<file path="src/point_in_sphere_set_visibility_top_defines.svh">
// ---------------------------------------------------------------------------
// Assertion macros for the sphere visibility block
// Shared property forms, clocked on clk_i and held off during reset.
// ---------------------------------------------------------------------------
`ifndef POINT_IN_SPHERE_SET_VISIBILITY_TOP_DEFINES_SVH
`define POINT_IN_SPHERE_SET_VISIBILITY_TOP_DEFINES_SVH

// The consequent must hold in the same cycle as the antecedent.
`define PISV_ASSERT_SAME(lbl, ante, cons) \
  lbl: assert property (@(posedge clk_i) disable iff (!rst_ni) (ante) |-> (cons)) \
    else $error("pisv assertion failed");

// The consequent must hold in the cycle after the antecedent.
`define PISV_ASSERT_NEXT(lbl, ante, cons) \
  lbl: assert property (@(posedge clk_i) disable iff (!rst_ni) (ante) |=> (cons)) \
    else $error("pisv assertion failed");

`endif

</file>
<file path="src/pisv_pkg.sv">
// ---------------------------------------------------------------------------
// Sphere visibility package
// Sizes, codes and shared types of the sphere visibility block.
// ---------------------------------------------------------------------------
package pisv_pkg;

  localparam int MaxSpheres = 1024;
  localparam int AddrW      = $clog2(MaxSpheres);
  localparam int CntW       = $clog2(MaxSpheres + 1);
  localparam int CoordW     = 32;
  localparam int EpsW       = 31;
  localparam int CountW     = 11;
  localparam int SlotW      = 10;
  localparam int ProdW      = 2 * CoordW;

  typedef enum logic {
    OP_LOAD  = 1'b0,
    OP_QUERY = 1'b1
  } opcode_e;

  typedef enum logic {
    REG_EPSILON = 1'b0,
    REG_COUNT   = 1'b1
  } reg_idx_e;

  typedef enum logic [2:0] {
    ST_IDLE,
    ST_READ,
    ST_DIFF,
    ST_ABS,
    ST_SQ,
    ST_LAST,
    ST_CMP,
    ST_DONE
  } state_e;

  // One table entry: centre and radius side by side in one memory word.
  typedef struct packed {
    logic [CoordW-1:0] radius;
    logic [CoordW-1:0] cz;
    logic [CoordW-1:0] cy;
    logic [CoordW-1:0] cx;
  } sphere_t;

  localparam int RamW = $bits(sphere_t);

  // Strobes from the sequencer to the distance unit.
  typedef struct packed {
    logic       ld_point;
    logic       ld_diff;
    logic       ld_abs;
    logic       sq_en;
    logic [1:0] sq_sel;
  } pisv_ctl_t;

  // Decisions from the distance unit back to the sequencer.
  typedef struct packed {
    logic skip;
    logic hit;
  } pisv_sts_t;

endpackage

</file>
<file path="src/pisv_ctrl.sv">
// ---------------------------------------------------------------------------
// Sphere scan sequencer
// Walks the table slot by slot and steps the distance unit for each sphere.
// ---------------------------------------------------------------------------
module pisv_ctrl
  import pisv_pkg::*;
(
  input  logic             clk_i,
  input  logic             rst_ni,
  input  logic             start_i,
  input  logic             invalid_i,
  input  logic [CountW-1:0] count_i,
  input  pisv_sts_t        sts_i,
  input  logic             res_take_i,
  output logic             idle_o,
  output logic             res_valid_o,
  output logic             res_visible_o,
  output pisv_ctl_t        ctl_o,
  output logic             rd_en_o,
  output logic [AddrW-1:0] rd_addr_o
);

  `include "point_in_sphere_set_visibility_top_defines.svh"

  state_e          state_q, state_d;
  logic [CntW-1:0] idx_q, idx_d;
  logic [CntW-1:0] n_q, n_d;
  logic [CntW-1:0] idx_nxt;
  logic [CntW-1:0] n_clamp;
  logic [1:0]      sq_cnt_q, sq_cnt_d;
  logic            vis_q, vis_d;
  logic            last_slot;

  assign n_clamp   = ({1'b0, count_i} > (CountW + 1)'(MaxSpheres)) ? CntW'(MaxSpheres)
                                                                   : CntW'(count_i);
  assign idx_nxt   = idx_q + 1'b1;
  assign last_slot = (idx_nxt == n_q);

  // Next state
  always_comb begin
    state_d = state_q;
    unique case (state_q)
      ST_IDLE: begin
        if (start_i) begin
          state_d = (invalid_i || (n_clamp == '0)) ? ST_DONE : ST_READ;
        end
      end
      ST_READ: state_d = ST_DIFF;
      ST_DIFF: state_d = ST_ABS;
      ST_ABS: begin
        if (!sts_i.skip) begin
          state_d = ST_SQ;
        end else begin
          state_d = last_slot ? ST_DONE : ST_READ;
        end
      end
      ST_SQ: begin
        if (sq_cnt_q == 2'd3) begin
          state_d = ST_LAST;
        end
      end
      ST_LAST: state_d = ST_CMP;
      ST_CMP: begin
        state_d = (sts_i.hit || last_slot) ? ST_DONE : ST_READ;
      end
      ST_DONE: begin
        if (res_take_i) begin
          state_d = ST_IDLE;
        end
      end
      default: state_d = ST_IDLE;
    endcase
  end

  // Counters and the running answer
  always_comb begin
    idx_d    = idx_q;
    n_d      = n_q;
    sq_cnt_d = sq_cnt_q;
    vis_d    = vis_q;
    if (state_q == ST_IDLE && start_i) begin
      idx_d = '0;
      n_d   = n_clamp;
      vis_d = !invalid_i;
    end
    if (state_q == ST_ABS) begin
      sq_cnt_d = '0;
      if (sts_i.skip) begin
        idx_d = idx_nxt;
      end
    end
    if (state_q == ST_SQ) begin
      sq_cnt_d = sq_cnt_q + 1'b1;
    end
    if (state_q == ST_CMP) begin
      if (sts_i.hit) begin
        vis_d = 1'b0;
      end else begin
        idx_d = idx_nxt;
      end
    end
  end

  always_ff @(posedge clk_i or negedge rst_ni) begin
    if (!rst_ni) begin
      state_q  <= ST_IDLE;
      idx_q    <= '0;
      n_q      <= '0;
      sq_cnt_q <= '0;
      vis_q    <= 1'b0;
    end else begin
      state_q  <= state_d;
      idx_q    <= idx_d;
      n_q      <= n_d;
      sq_cnt_q <= sq_cnt_d;
      vis_q    <= vis_d;
    end
  end

  // Outputs
  always_comb begin
    ctl_o          = '0;
    ctl_o.ld_point = (state_q == ST_IDLE) && start_i;
    ctl_o.ld_diff  = (state_q == ST_DIFF);
    ctl_o.ld_abs   = (state_q == ST_ABS);
    ctl_o.sq_en    = (state_q == ST_SQ);
    ctl_o.sq_sel   = sq_cnt_q;
    idle_o         = (state_q == ST_IDLE);
    res_valid_o    = (state_q == ST_DONE);
    res_visible_o  = vis_q;
    rd_en_o        = (state_q == ST_READ);
    rd_addr_o      = idx_q[AddrW-1:0];
  end

  `PISV_ASSERT_SAME(a_idx_in_range,
    (state_q == ST_READ || state_q == ST_DIFF || state_q == ST_ABS ||
     state_q == ST_SQ || state_q == ST_LAST || state_q == ST_CMP), idx_q < n_q)
  `PISV_ASSERT_NEXT(a_sq_to_last, (state_q == ST_SQ) && (sq_cnt_q == 2'd3),
    state_q == ST_LAST)
  `PISV_ASSERT_NEXT(a_hit_hides, (state_q == ST_CMP) && sts_i.hit,
    (state_q == ST_DONE) && !vis_q)
  `PISV_ASSERT_NEXT(a_invalid_hides, (state_q == ST_IDLE) && start_i && invalid_i,
    (state_q == ST_DONE) && !vis_q)

endmodule
</file>
<file path="config.mk">
export PLATFORM = sky130hd
export DESIGN_NAME = pisv_ctrl
export DESIGN_NICKNAME = d
export VERILOG_FILES = /design/src/pisv_pkg.sv /design/src/pisv_ctrl.sv
export VERILOG_INCLUDE_DIRS = /design/src /design/src/src
export SDC_FILE = /design/constraint.sdc
export NUM_CORES = 1
export LEC_CHECK = 0
export BUFFER_PORTS_ARGS = -buffer_cell sky130_fd_sc_hd__buf_2
export CORE_ASPECT_RATIO = 2
export CORE_MARGIN = 5
export CORE_UTILIZATION = 40
export CTS_CLUSTER_SIZE = 16
export DETAILED_ROUTE_END_ITERATION = 10
export SETUP_SLACK_MARGIN = 0.5
export SLEW_MARGIN = 0
export SYNTH_ARGS = -nofsm -noshare
export SYNTH_HDL_FRONTEND = slang
export SYNTH_SLANG_ARGS = --single-unit
</file>
<file path="constraint.sdc">
create_clock -name clk_i -period 5.6 [get_ports clk_i]
set_input_delay 1.12 -clock clk_i [delete_from_list [all_inputs] [get_ports clk_i]]
set_output_delay 1.12 -clock clk_i [all_outputs]
set_load 0.005 [all_outputs]
</file>
* Yosys cells after proc, flatten, opt, wreduce, memory -nomap -nowiden
Cells that the tools add are included.
Storage, ports and cells: memories kept 0, register bits 28, bits of input ports 18, RAM bits 0, ROM bits 0, bits in latches 0
Operators by class: divide/modulo/power cells 0, $add $sub $neg 2, muxes and demuxes 19, multipliers 0, bitwise operators 0, order comparisons 1, reductions and logical operators 8, equal/unequal tests 12, shift operators 0
Operators by type and width (count):
- $mux W11 | 6
- $pmux W3 S8 | 1
- $mux W3 | 7
- $eq A3 B3 Y1 const B | 4
- $add A11 B1 Y11 const B | 1
- $eq A11 B11 Y1 | 1
- $gt A11 B11 Y1 const B | 1
- $logic_not A11 Y1 | 1
- $eq A3 B2 Y1 const B | 2
- $mux W2 | 2
- $ne A2 B2 Y1 const B | 2
- $eq A3 B1 Y1 const B | 1
- $logic_not A3 Y1 | 1
- $mux W1 | 3
- $reduce_and A3 Y1 | 1
- $add A2 B1 Y2 const B | 1
- $eq A2 B2 Y1 const B | 1
- $logic_or A1 B1 Y1 | 2
- $ne A2 B1 Y1 const B | 1
- $reduce_bool A2 Y1 | 1
- $logic_and A1 B1 Y1 | 1
- $logic_not A1 Y1 | 1

* Depth between registers and ports, before layout
word-level depth 7, depth in mapped cells 8, gate-level depth less buffers 7

* Worst setup path before layout
Ideal clock, no wire load.
path type input-to-output, from in start_i, to out ctl_o[5] (netlist name), path buffers 1, arrival 1.613 ns, data required time 4.480 ns, slack 2.867 ns, stages on the path 3, path through nand2_1 clkbuf_1 inv_1
RTL lines:
- from (decl) | RTL line pisv_ctrl.sv:10 | input logic start_i,
- to (decl) | RTL line pisv_ctrl.sv:18 | output pisv_ctl_t ctl_o,

==> impl_metrics.json <==
{
  "synth_edf_count": 0,
  "synth_cell_types": 47,
  "cts_root_buf": "clkbuf_8",
  "crit_type": "in2out",
  "worstMarginPinSlew_ps": 695,
  "n_fill_cell": 496,
  "power_density_nw_per_um2": 424,
  "finalNonFillerCells": 291,
  "placedCellCount": 287,
  "ys_seq_area_frac": 0.368,
  "antennaDiodeCount": 0,
  "grt_pass1_vias": 1612,
  "syn_inst": 216,
  "io_pins": 38,
  "start_util": 0.414,
  "place_ws_ps": 2410,
  "leakage_nw": 0.978,
  "place_area_um2": 2010,
  "place_congestion": 0.844,
  "cp-start-kind": "input port",
  "drt_pass1_iterations": 4,
  "cts_hold_buf": 0,
  "grt_max_degree": 29,
  "stdcell_area_um2": 2080,
  "ctsLongestPathBuffers": 2,
  "ys_ff_latch": 28,
  "antenna_found_initial": 0,
  "fin_setup_tns_ps": 0,
  "mostFrequentLayoutCells": "37 x buf_2, 28 x dfrtp_1, 23 x nand2_1, 20 x o21ai_0, 11 x inv_1",
  "multi_input_area_um2": 1010,
  "syn_area_per_cell_um2": 8.82,
  "slew_headroom": 0.536,
  "fmax_mhz": 313,
  "dp_hpwl_um": 3570,
  "area_delta_synth_final_pct": 9.19,
  "syn_nets": 236,
  "setup_slack_ps": 2400,
  "drv_slew": 0,
  "post-route-util": 0.453,
  "insertion_delay_ps": 280,
  "antenna_left": 0,
  "drt-total-wl_um": 4410,
  "cts_tree": "yes",
  "die_x_um": 58.8,
  "crit_path_max_fanout": 23,
  "die_area_um2": 6330,
  "peakVddDrop_mv": 0.253,
  "ys_warn_count": 0,
  "ff_latch_area_um2": 701,
  "grt_pass1_wl_um": 7380,
  "finish.net_count": 257,
  "clkSinkCount": 28,
  "end_kind": "output pin",
  "cp_data_arrival_time_ps": 2080,
  "coreArea_um2": 4600,
  "synthArstFlopShare": 1.00,
  "drt-initial-drc-count": 46,
  "numCtsBuffers": 3,
  "setup_viol": 0,
  "syn_area_um2": 1910,
  "fin_worst_skew_ps": 7.11,
  "via_count": 1595,
  "min_period_ps": 3200,
  "rsz0062_at_grt": "false",
  "outcome": "finished, final reports clean",
  "port_buffers": 37,
  "layout_commonest_cell": "buf_2",
  "path_clk_slew_ps": 100,
  "synth_ff_type": "dfrtp_1",
  "drive_above_1_share": 0.212,
  "post-route-period-util": 0.571,
  "num_rows": 35,
  "worst_hold_slack_ps": 508,
  "grt_overflow": 0,
  "finalPower_uw": 882,
  "hold_class": "reg2reg",
  "drcViolationCount": 0,
  "h-tree-depth": 1,
  "drv_cap": 0,
  "worstPathRequired_ps": 4480,
  "wl_per_cell_um": 15.2,
  "avgViaCountPerCell": 5.48,
  "post_cts_buffers": 0,
  "timing_hold_violations_final": 0,
  "grt_util_all_layers": 0.149,
  "postCtsResizedCells": 0,
  "die_h_um": 108
}
-- where the power goes --
group	switching, mW	internal, mW	total, mW
clock	0.0674	0.0958	0.163
sequential	0.0780	0.260	0.338
combinational	0.198	0.182	0.381
total	0.344	0.538	0.882
-- cells in the mapped netlist, types with 3 or more instances --
cell type	n	share of area
a21oi_1	7	0.018
nand3_1	8	0.021
buf_6	4	0.024
o21ai_0	20	0.053
nand2b_1	6	0.020
xor2_1	5	0.023
nor3b_1	3	0.012
nor3_1	3	0.0079
a22o_1	8	0.037
inv_1	11	0.022
dfrtp_1	28	0.37
xnor2_1	9	0.041
buf_2	6	0.016
nor2_1	9	0.018
o21ai_1	3	0.0079
nand2_1	23	0.045
nor2b_1	6	0.020
o31ai_1	8	0.032
buf_4	10	0.039
-- worst max-delay path, cell delays in order --
cell and delay [ps]:
buf_2 110, nand2_1 510, inv_1 160, buf_2 170
-- final cells by class --
cell class | count | area share
clock buffers | 3 | 0.0198
clock inverters | 1 | 0.0144
inverters | 11 | 0.0198
multi-input cells | 155 | 0.483
flip-flops and latches | 28 | 0.337
well taps | 55 | 0.0331
repair buffers | 38 | 0.0926
-- worst paths after layout --
path                          start          to  slack, ps  cells past startpoint
setup / recovery            start_i    ctl_o[5]       2400                      4
hold / removal               n_q[0]      n_q[0]        510                      2
setup reg to reg           idx_q[0]  state_q[2]       3160                      7
hold reg to reg              n_q[0]      n_q[0]        510                      2
max in group asynchronous    rst_ni    idx_q[8]       4330                      1
min in group asynchronous    rst_ni  state_q[0]        850                      1
-- registers in the layout, indices dropped and copies added, names as in the netlist --
name           flops
n_q               11
res_visible_o      1
idx_q             11
state_q            3
sq_cnt_q           2
-- routing by layer --
layer,GRT usage,part of all wire,vias to the layer above
li1,-,-,795
met1,0.157,0.37,761
met2,0.289,0.57,31
met3,0.0120,0.028,8
met4,0.0583,0.027,0
met5,0,0,-
-- kinds of logic (layout without fill, tap and decap cells) --
logic type	count (synthesis)	after routing	share of synthesized area
compound gates	58	58	0.205
xor+xnor	14	14	0.0643
fa+ha+maj	2	2	0.0131
buf+inv	33	53	0.104
flops	28	28	0.368
mux	4	4	0.0223
simple gates	77	77	0.223
Note: power is estimated with default switching activity, not from simulation.
