## config.mk

```make
export PLATFORM = sky130hd
export DESIGN_NAME = pisv_dist
export DESIGN_NICKNAME = d
export VERILOG_FILES = /design/src/point_in_sphere_set_visibility_top_defines.svh /design/src/pisv_pkg.sv /design/src/pisv_dist.sv
export SDC_FILE = /design/constraint.sdc
export NUM_CORES = 2
export LEC_CHECK = 0
export ABC_AREA = 1
export BUFFER_PORTS_ARGS = -buffer_cell sky130_fd_sc_hd__buf_2
export CAP_MARGIN = 20
export CORE_ASPECT_RATIO = 1.4
export CORE_MARGIN = 2
export CORE_UTILIZATION = 25
export CTS_CLUSTER_SIZE = 24
export DETAILED_ROUTE_END_ITERATION = 8
export GPL_TIMING_DRIVEN = 0
export SLEW_MARGIN = 30
export SYNTH_ARGS = -nofsm -noshare
export SYNTH_HDL_FRONTEND = slang
export SYNTH_SLANG_ARGS = --single-unit
```

## constraint.sdc

```tcl
create_clock -name clk_i -period 6.78 [get_ports clk_i]
set_input_delay 1.695 -clock clk_i [delete_from_list [all_inputs] [get_ports clk_i]]
set_output_delay 1.695 -clock clk_i [all_outputs]
set_load 0.01 [all_outputs]
```

## src/point_in_sphere_set_visibility_top_defines.svh

```systemverilog
// ---------------------------------------------------------------------------
// Assertion macros for the sphere visibility block
// Shared property forms, clocked on clk_i and held off during reset.
// ---------------------------------------------------------------------------
`ifndef POINT_IN_SPHERE_SET_VISIBILITY_TOP_DEFINES_SVH
`define POINT_IN_SPHERE_SET_VISIBILITY_TOP_DEFINES_SVH

// The consequent must hold in the same cycle as the antecedent.
`define PISV_ASSERT_SAME(lbl, ante, cons) \
  lbl: assert property (@(posedge clk_i) disable iff (!rst_ni) (ante) |-> (cons)) \
    else $error("pisv assertion failed");

// The consequent must hold in the cycle after the antecedent.
`define PISV_ASSERT_NEXT(lbl, ante, cons) \
  lbl: assert property (@(posedge clk_i) disable iff (!rst_ni) (ante) |=> (cons)) \
    else $error("pisv assertion failed");

`endif

```

## src/pisv_pkg.sv

```systemverilog
// ---------------------------------------------------------------------------
// Sphere visibility package
// Sizes, codes and shared types of the sphere visibility block.
// ---------------------------------------------------------------------------
package pisv_pkg;

  localparam int MaxSpheres = 1024;
  localparam int AddrW      = $clog2(MaxSpheres);
  localparam int CntW       = $clog2(MaxSpheres + 1);
  localparam int CoordW     = 32;
  localparam int EpsW       = 31;
  localparam int CountW     = 11;
  localparam int SlotW      = 10;
  localparam int ProdW      = 2 * CoordW;

  typedef enum logic {
    OP_LOAD  = 1'b0,
    OP_QUERY = 1'b1
  } opcode_e;

  typedef enum logic {
    REG_EPSILON = 1'b0,
    REG_COUNT   = 1'b1
  } reg_idx_e;

  typedef enum logic [2:0] {
    ST_IDLE,
    ST_READ,
    ST_DIFF,
    ST_ABS,
    ST_SQ,
    ST_LAST,
    ST_CMP,
    ST_DONE
  } state_e;

  // One table entry: centre and radius side by side in one memory word.
  typedef struct packed {
    logic [CoordW-1:0] radius;
    logic [CoordW-1:0] cz;
    logic [CoordW-1:0] cy;
    logic [CoordW-1:0] cx;
  } sphere_t;

  localparam int RamW = $bits(sphere_t);

  // Strobes from the sequencer to the distance unit.
  typedef struct packed {
    logic       ld_point;
    logic       ld_diff;
    logic       ld_abs;
    logic       sq_en;
    logic [1:0] sq_sel;
  } pisv_ctl_t;

  // Decisions from the distance unit back to the sequencer.
  typedef struct packed {
    logic skip;
    logic hit;
  } pisv_sts_t;

endpackage

```

## src/pisv_dist.sv

```systemverilog
// ---------------------------------------------------------------------------
// Sphere distance unit
// Differences, radius and axis tests, and one shared squarer with accumulator.
// ---------------------------------------------------------------------------
module pisv_dist
  import pisv_pkg::*;
(
  input  logic              clk_i,
  input  logic              rst_ni,
  input  pisv_ctl_t         ctl_i,
  input  logic [CoordW-1:0] pos_x_i,
  input  logic [CoordW-1:0] pos_y_i,
  input  logic [CoordW-1:0] pos_z_i,
  input  logic [EpsW-1:0]   epsilon_i,
  input  sphere_t           sphere_i,
  output pisv_sts_t         sts_o
);

  logic [CoordW-1:0]        pt_x_q, pt_y_q, pt_z_q;
  logic signed [CoordW:0]   dx_d, dy_d, dz_d;
  logic signed [CoordW:0]   dx_q, dy_q, dz_q;
  logic signed [CoordW+1:0] r_d;
  logic [CoordW-1:0]        ur_q;
  logic                     rpos_q;
  logic [CoordW:0]          ax_d, ay_d, az_d;
  logic [CoordW-1:0]        ax_q, ay_q, az_q;
  logic [CoordW-1:0]        op_d;
  logic [ProdW-1:0]         prod_q;
  logic [1:0]               tag_q;
  logic                     prod_vld_q;
  logic [ProdW-1:0]         acc_q;
  logic [ProdW-1:0]         rr_q;

  always_ff @(posedge clk_i) begin
    if (ctl_i.ld_point) begin
      pt_x_q <= pos_x_i;
      pt_y_q <= pos_y_i;
      pt_z_q <= pos_z_i;
    end
  end

  assign dx_d = $signed({pt_x_q[CoordW-1], pt_x_q}) - $signed({sphere_i.cx[CoordW-1], sphere_i.cx});
  assign dy_d = $signed({pt_y_q[CoordW-1], pt_y_q}) - $signed({sphere_i.cy[CoordW-1], sphere_i.cy});
  assign dz_d = $signed({pt_z_q[CoordW-1], pt_z_q}) - $signed({sphere_i.cz[CoordW-1], sphere_i.cz});
  assign r_d  = $signed({2'b00, sphere_i.radius}) - $signed({3'b000, epsilon_i});

  always_ff @(posedge clk_i) begin
    if (ctl_i.ld_diff) begin
      dx_q   <= dx_d;
      dy_q   <= dy_d;
      dz_q   <= dz_d;
      ur_q   <= r_d[CoordW-1:0];
      rpos_q <= !r_d[CoordW+1] && (r_d != '0);
    end
  end

  assign ax_d = dx_q[CoordW] ? $unsigned(-dx_q) : $unsigned(dx_q);
  assign ay_d = dy_q[CoordW] ? $unsigned(-dy_q) : $unsigned(dy_q);
  assign az_d = dz_q[CoordW] ? $unsigned(-dz_q) : $unsigned(dz_q);

  // A sphere is passed over when its shrunk radius is not positive, or when
  // one axis alone already reaches the radius.
  assign sts_o.skip = !rpos_q || (ax_d >= {1'b0, ur_q}) || (ay_d >= {1'b0, ur_q}) ||
                      (az_d >= {1'b0, ur_q});

  always_ff @(posedge clk_i) begin
    if (ctl_i.ld_abs) begin
      ax_q <= ax_d[CoordW-1:0];
      ay_q <= ay_d[CoordW-1:0];
      az_q <= az_d[CoordW-1:0];
    end
  end

  always_comb begin
    case (ctl_i.sq_sel)
      2'd0:    op_d = ur_q;
      2'd1:    op_d = ax_q;
      2'd2:    op_d = ay_q;
      default: op_d = az_q;
    endcase
  end

  always_ff @(posedge clk_i) begin
    if (ctl_i.sq_en) begin
      prod_q <= op_d * op_d;
      tag_q  <= ctl_i.sq_sel;
    end
  end

  always_ff @(posedge clk_i or negedge rst_ni) begin
    if (!rst_ni) begin
      prod_vld_q <= 1'b0;
    end else begin
      prod_vld_q <= ctl_i.sq_en;
    end
  end

  // The first square is the radius; the three axis squares are summed.
  always_ff @(posedge clk_i) begin
    if (ctl_i.ld_abs) begin
      acc_q <= '0;
    end else if (prod_vld_q) begin
      if (tag_q == 2'd0) begin
        rr_q <= prod_q;
      end else begin
        acc_q <= acc_q + prod_q;
      end
    end
  end

  assign sts_o.hit = acc_q < rr_q;

endmodule

```

**Word level (Yosys, flattened, before mapping)**

Index checks and enable logic that the tools add are counted.

- $add $sub $neg: 8
- Multipliers: 1
- Magnitude comparators: 4
- Eq/ne operators: 2
- Multiplexer cells: 4
- Bitwise operators: 2
- Reductions and logical operators: 11

Operators by type and width:

| cell | count |
|---|---|
| greater-or-equal comparator 33 x 32 -> 1 bit | 3 |
| two-way mux 33 bit | 3 |
| negator 33 bit | 3 |
| subtractor 32 x 32 -> 33 bit | 3 |
| one-hot mux 32 bit (3 select lines) | 1 |
| adder 64 bit | 1 |
| less-than comparator 64 bit | 1 |
| multiplier 32 x 32 -> 64 bit | 1 |
| nonzero test 34 bit | 1 |
| subtractor 32 x 31 -> 33 bit | 1 |
| zero test 2 bit | 2 |
| logical OR 1 bit | 3 |
| AND reduction 3 bit | 1 |
| == test 2 x 1 -> 1 bit (second input constant) | 1 |
| == test 2 bit (second input constant) | 1 |
| zero test 1 bit | 2 |
| NOT 1 bit | 2 |
| AND reduction 2 bit | 1 |
| logical AND 1 bit | 1 |

- Register bits after elaboration: 519
- Bits of input ports: 263
- Output and inout bits: 2
- Logic and storage cells: 48

**Longest topological paths before layout**

- Depth in word-level cells: 6
- Depth in mapped cells: 40
- Gate-level depth less buffers: 39

**Worst setup path after synthesis**

Ideal clock, no wire load.

- Kind: input -> register
- Start point: input port ctl_i[1] (netlist bit)
- End point: register prod_q[59], data pin
- Setup time: 256 ps
- Arrival: 8532 ps
- Required time: 6524 ps
- Setup slack: -2008 ps
- Stages on the path: 35
- Cells stage by stage: nor2_1 > inv_2 > buf_2 > buf_4 > o211ai_1 > o21ai_1 > inv_1 > buf_2 > nand2_1 > fa_1 > inv_1 > fa_1 > fa_1 > inv_1 > fa_1 > inv_1 > fa_1 > inv_1 > fa_1 > inv_1 > fa_1 > inv_1 > fa_1 > inv_1 > ha_1 > nand2_1 > inv_1 > a21oi_1 > o21ai_0 > a21oi_1 > nand2_1 > a21boi_0 > nor2_1 > o21bai_1 > nand2_1

- Cells in the longest elaborated chain, start to end: 3
- Elaborated cells between the ends (all ways): 5
- Classes of those cells: 1 x mul; 2 x eq/ne; 1 x mux; 1 x reduce/logical

RTL lines:

| what | line | source |
|---|---|---|
| start: declaration | pisv_dist.sv:10 | `input pisv_ctl_t ctl_i,` |
| == test 2 bit (tied with other cells) | pisv_dist.sv:75 | `case (ctl_i.sq_sel)` |
| one-hot mux 32 bit (3 select lines) (*) | pisv_dist.sv:75 |  |
| multiplier 32 x 32 -> 64 bit (*) | pisv_dist.sv:85 | `prod_q <= op_d * op_d;` |
| end signal: assignment | pisv_dist.sv:85 |  |
| end: declaration | pisv_dist.sv:28 | `logic [ProdW-1:0] prod_q;` |

Every way passes the cells marked *; elsewhere a longest branch is shown, timed or not.
A chain may end at the register's enable or synchronous reset.

**Worst setup path after layout**

- Start point: input port ctl_i[0] (netlist bit)
- End point: register prod_q[47], data pin

Same word-level chain as after synthesis.

==> metrics.md <==
| Metric | Value |
|---|---|
| Status | finished with violations |
| Violated checks | setup timing |
| Per-cell routed wire length | about 19 um |
| Number of buffers inserted by port buffering | approximately 260 |
| Number of distinct standard cells referenced by the synthesized netlist | between 50 and 60 |
| Crit path time final | between 8000 and 9000 ps |
| Most prevalent standard cell on the critical path | sky130_fd_sc_hd__fa_1 |
| Aggregate global routing overflow | 0 |
| Longest individual stage delay on the worst path | 590 ps |
| Rel. slew slack | 40.9% |
| Die area | 266000 um2 |
| CP Max Fanout | 10 |
| Kind of end point of the critical path | flip-flop |
| Maximum number of pins on one net before global-route repair | between 80 and 90 |
| Required @ worst endpoint | ~7300 ps |
| Count of nets left with antenna violations after detail routing | 0 |
| Measured slew at the worst slew-check pin | 877 ps |
| Register-to-register setup slack | -1250 ps |
| Worst hold path cell count | 0 |
| Min-delay worst type | reg -> reg |
| Number of hold buffers added after CTS | 0 |
| Hold Slack | 473 ps |
| Global-route wire length before repair | approximately 340 mm |
| FILL cells | about 28k |
| I/O pin count | 265 |
| Clock tree from TritonCTS | built |
| Top post-synthesis cells by area | sky130_fd_sc_hd__fa_1, sky130_fd_sc_hd__edfxtp_1, sky130_fd_sc_hd__ha_1 |
| EDFF count, synth | approximately 450 |
| DRC Markers | 0 |
| Met1 wire length | roughly 83 mm |
| Overall Global Routing Usage | 16.9% |
| Type of origin of the critical path | input port |
| Prevailing post-synth register cell | sky130_fd_sc_hd__edfxtp_1 |
| Clock latency reported for the late side of the worst-skew pair | between 700 and 800 ps |
| Post-DR vias/cell | ~4.5 |
| Horiz. Die Dim | ~440 um |
| Mean instance size in the synthesized netlist | 8.23 um2 |
| Die height | 610 um |
| Synthesized netlist cell count | ~8k |
| Post-layout worst setup margin | -2020 ps |
| Count of state elements after synthesis | 517 |
| Top cell type by total area after synthesis | sky130_fd_sc_hd__fa_1 |
| Delay-heaviest family, CP | adder cells |
| TritonCTS Buffers | approximately 60 |
| Top layer in use | met5 |
| Share of Yosys cell area claimed by the top area cell type | between 20% and 30% |
| Synth Net Count | between 9k and 10k |
| Met3 routed wirelength | approximately 11 mm |
| Final worst-path cycle share | 130% |
| DRT Pass-1 Iters | 6 |
| WP data arrival | 9270 ps |
| Count of max-cap constraint violations | 0 |
| Vias in the first global route | about 56k |
| Hold_sp | prod_q[58]$_DFFE_PP_ |
| Area of all sequential standard cells | 14900 um2 |
| Cell area after synthesis | roughly 66000 um2 |
| Root Buffer Master | sky130_fd_sc_hd__clkbuf_16 |
| Number of cells traversed by the worst register-to-register path | 29 |
| Met2 Routed Length | between 100 and 150 mm |
| Final setup violating endpoints | 55 |
| Initial DRC count | 2866 |
| P&R area growth vs syn | 21.6% |
| Endpoint, Worst Hold | rr_q[58]$_DFFE_PP_ |
| Placer congestion estimate | 0.983 |
| Share of layout cells above drive strength 1 | between 10% and 20% |
| Multi-input combinational cell area | ~46000 um2 |
| Count of final hold-check violations | 0 |
| Maximum clock frequency | ~110 MHz |
| R2R Path Start | ur_q[13]$_DFFE_PP_ |
| Antenna violations before repair | 14 |
| Post-Route WL | around 230 mm |
| CP max stage cell | sky130_fd_sc_hd__fa_1 |
| Final count of pins violating max slew | 0 |
| Starting density of the core | 25.1% |
| HPWL after detailed placement | about 190 mm |
| Share of synthesized registers carrying an async set or reset | less than 1% |
| Unrepaired setup endpoints after global routing | true |
| Clock input transition at the sequential cells of the worst setup and hold paths | around 60 ps |
| Num rows | between 200 and 250 |
| Worst-case clock skew | about 37 ps |
| Crit Reg-Reg Endpoint | prod_q[47]$_DFFE_PP_ |
| H-tree levels | 2 |
| Number of vias in the routed layout | around 54k |
| Path type of the worst setup path | in -> reg |
| Num Clock Sinks | ~520 |
| CTS max path bufs | 3 |
| Share of the yosys chip area belonging to registers | 22.7% |
| Number of nets in the final layout | around 10k |
| Area of the placeable core | about 260000 um2 |
| Number of warnings reported in the yosys synthesis log | 0 |
| Buffers and inverters on the worst path | 13 |
## synthesized netlist by cell type, drive strengths merged, types with 19 or more instances
master and n:
inv 1942, nand2 1279, nor2 1045, fa 796
ha 638, edfxtp 452, a21oi 359, o21ai 288
nand3 237, xor2 196, xnor2 90, nor3 83
buf 67, dfxtp 64, a21o 57, a31oi 55
clkbuf 54, nand4 42, o21bai 40, o211ai 37
a21boi 22, nand3b 21, nor4 19
## sequential cells by signal (all words and copies together), names as in the netlist, 33 cells and up
register,cells
dy_q,33
prod_q,63
acc_q,64
dx_q,33
dz_q,33
rr_q,63
## stage by stage
step	cell area (um2)	std cells	utilization [%]	TNS [ps]	setup slack [ps]
after floorplan	66100	7965	-	-69290	-1560
after global placement	71800	11700	27.5	-279620	-4090
after detailed placement	72000	11700	27.6	-191700	-4080
after CTS	77600	12000	29.7	-82460	-1830
after global routing	79700	12000	30.5	-94250	-2070
final	79700	12000	30.5	-88150	-2020
## worst max path at each step
| stage | to | cells past startpoint | from |
|---|---|---|---|
| 3_5_place_dp | prod_q[54]$_DFFE_PP_ | 26 | ctl_i[0] |
| 3_3_place_gp | prod_q[54]$_DFFE_PP_ | 26 | ctl_i[0] |
| 2_1_floorplan | prod_q[51]$_DFFE_PP_ | 35 | ctl_i[1] |
| 6_report | prod_q[47]$_DFFE_PP_ | 34 | ctl_i[0] |
| 4_1_cts | prod_q[54]$_DFFE_PP_ | 33 | ctl_i[0] |
| 5_1_grt | prod_q[47]$_DFFE_PP_ | 32 | ctl_i[0] |
## timing repair
item                                    in CTS  in global routing
hold endpoints to repair                     0                  0
buffers inserted                           138                 74
gates cloned                                 1                  1
endpoints found under the setup margin      56                 56
gates resized for setup                    592                414
pin swaps                                  127                151
## layout make-up
type	instances	share of cell area [%]
Antenna cell	2	0.00628
Buffer	121	1.63
Clock buffer	68	1.99
Clock inverter	47	0.791
Inverter	1946	9.31
Multi-Input combinational cell	5381	57.7
Sequential cell	517	18.7
Tap cell	3472	5.45
Timing Repair Buffer	484	4.47
## per-layer routing
layer  GRT usage, %  vias to the layer above
met1           18.1                    25700
met4           11.3                        4
li1               -                    25800
met2           31.1                     1743
met3           2.05                      710
met5              0                        -
## layout by cell type, fill, tap and decap left out, drive strengths merged, types with 117 or more instances in the layout
cell type | Yosys | routed
buf | 67 | 556
nor2 | 1045 | 1045
a21oi | 359 | 359
edfxtp | 452 | 452
nand3 | 237 | 237
inv | 1942 | 1938
nand2 | 1279 | 1279
ha | 638 | 638
fa | 796 | 796
clkbuf | 54 | 117
o21ai | 288 | 288
xor2 | 196 | 196
## worst reg2reg max path: cells and delay by family, from the launching register on
kind,cells,cell delay [ps]
and+or+nand+nor,2,340
DFF,1,320
xor gates and xnor gates,1,80
buffers and inverters,10,1200
adders and majority gates,9,4380
AOI/OAI and AO/OA,7,1450
## cells by family (layout without fill, tap and decap cells)
kind of cell / count (synthesis) / in the layout / share of synthesized area [%]
adders and majority gates: 1434 / 1434 / 36.5
AOI/OAI and AO/OA: 913 / 913 / 8.09
xor gates and xnor gates: 286 / 286 / 3.82
DFF: 517 / 517 / 22.7
and+or+nand+nor: 2748 / 2748 / 16.9
other: 0 / 2 / 0
buffers and inverters: 2067 / 2666 / 12.0
Power is left out: the tool's default activity adds up to more than one toggle a clock period on the data nets, which glitch-free logic cannot reach.
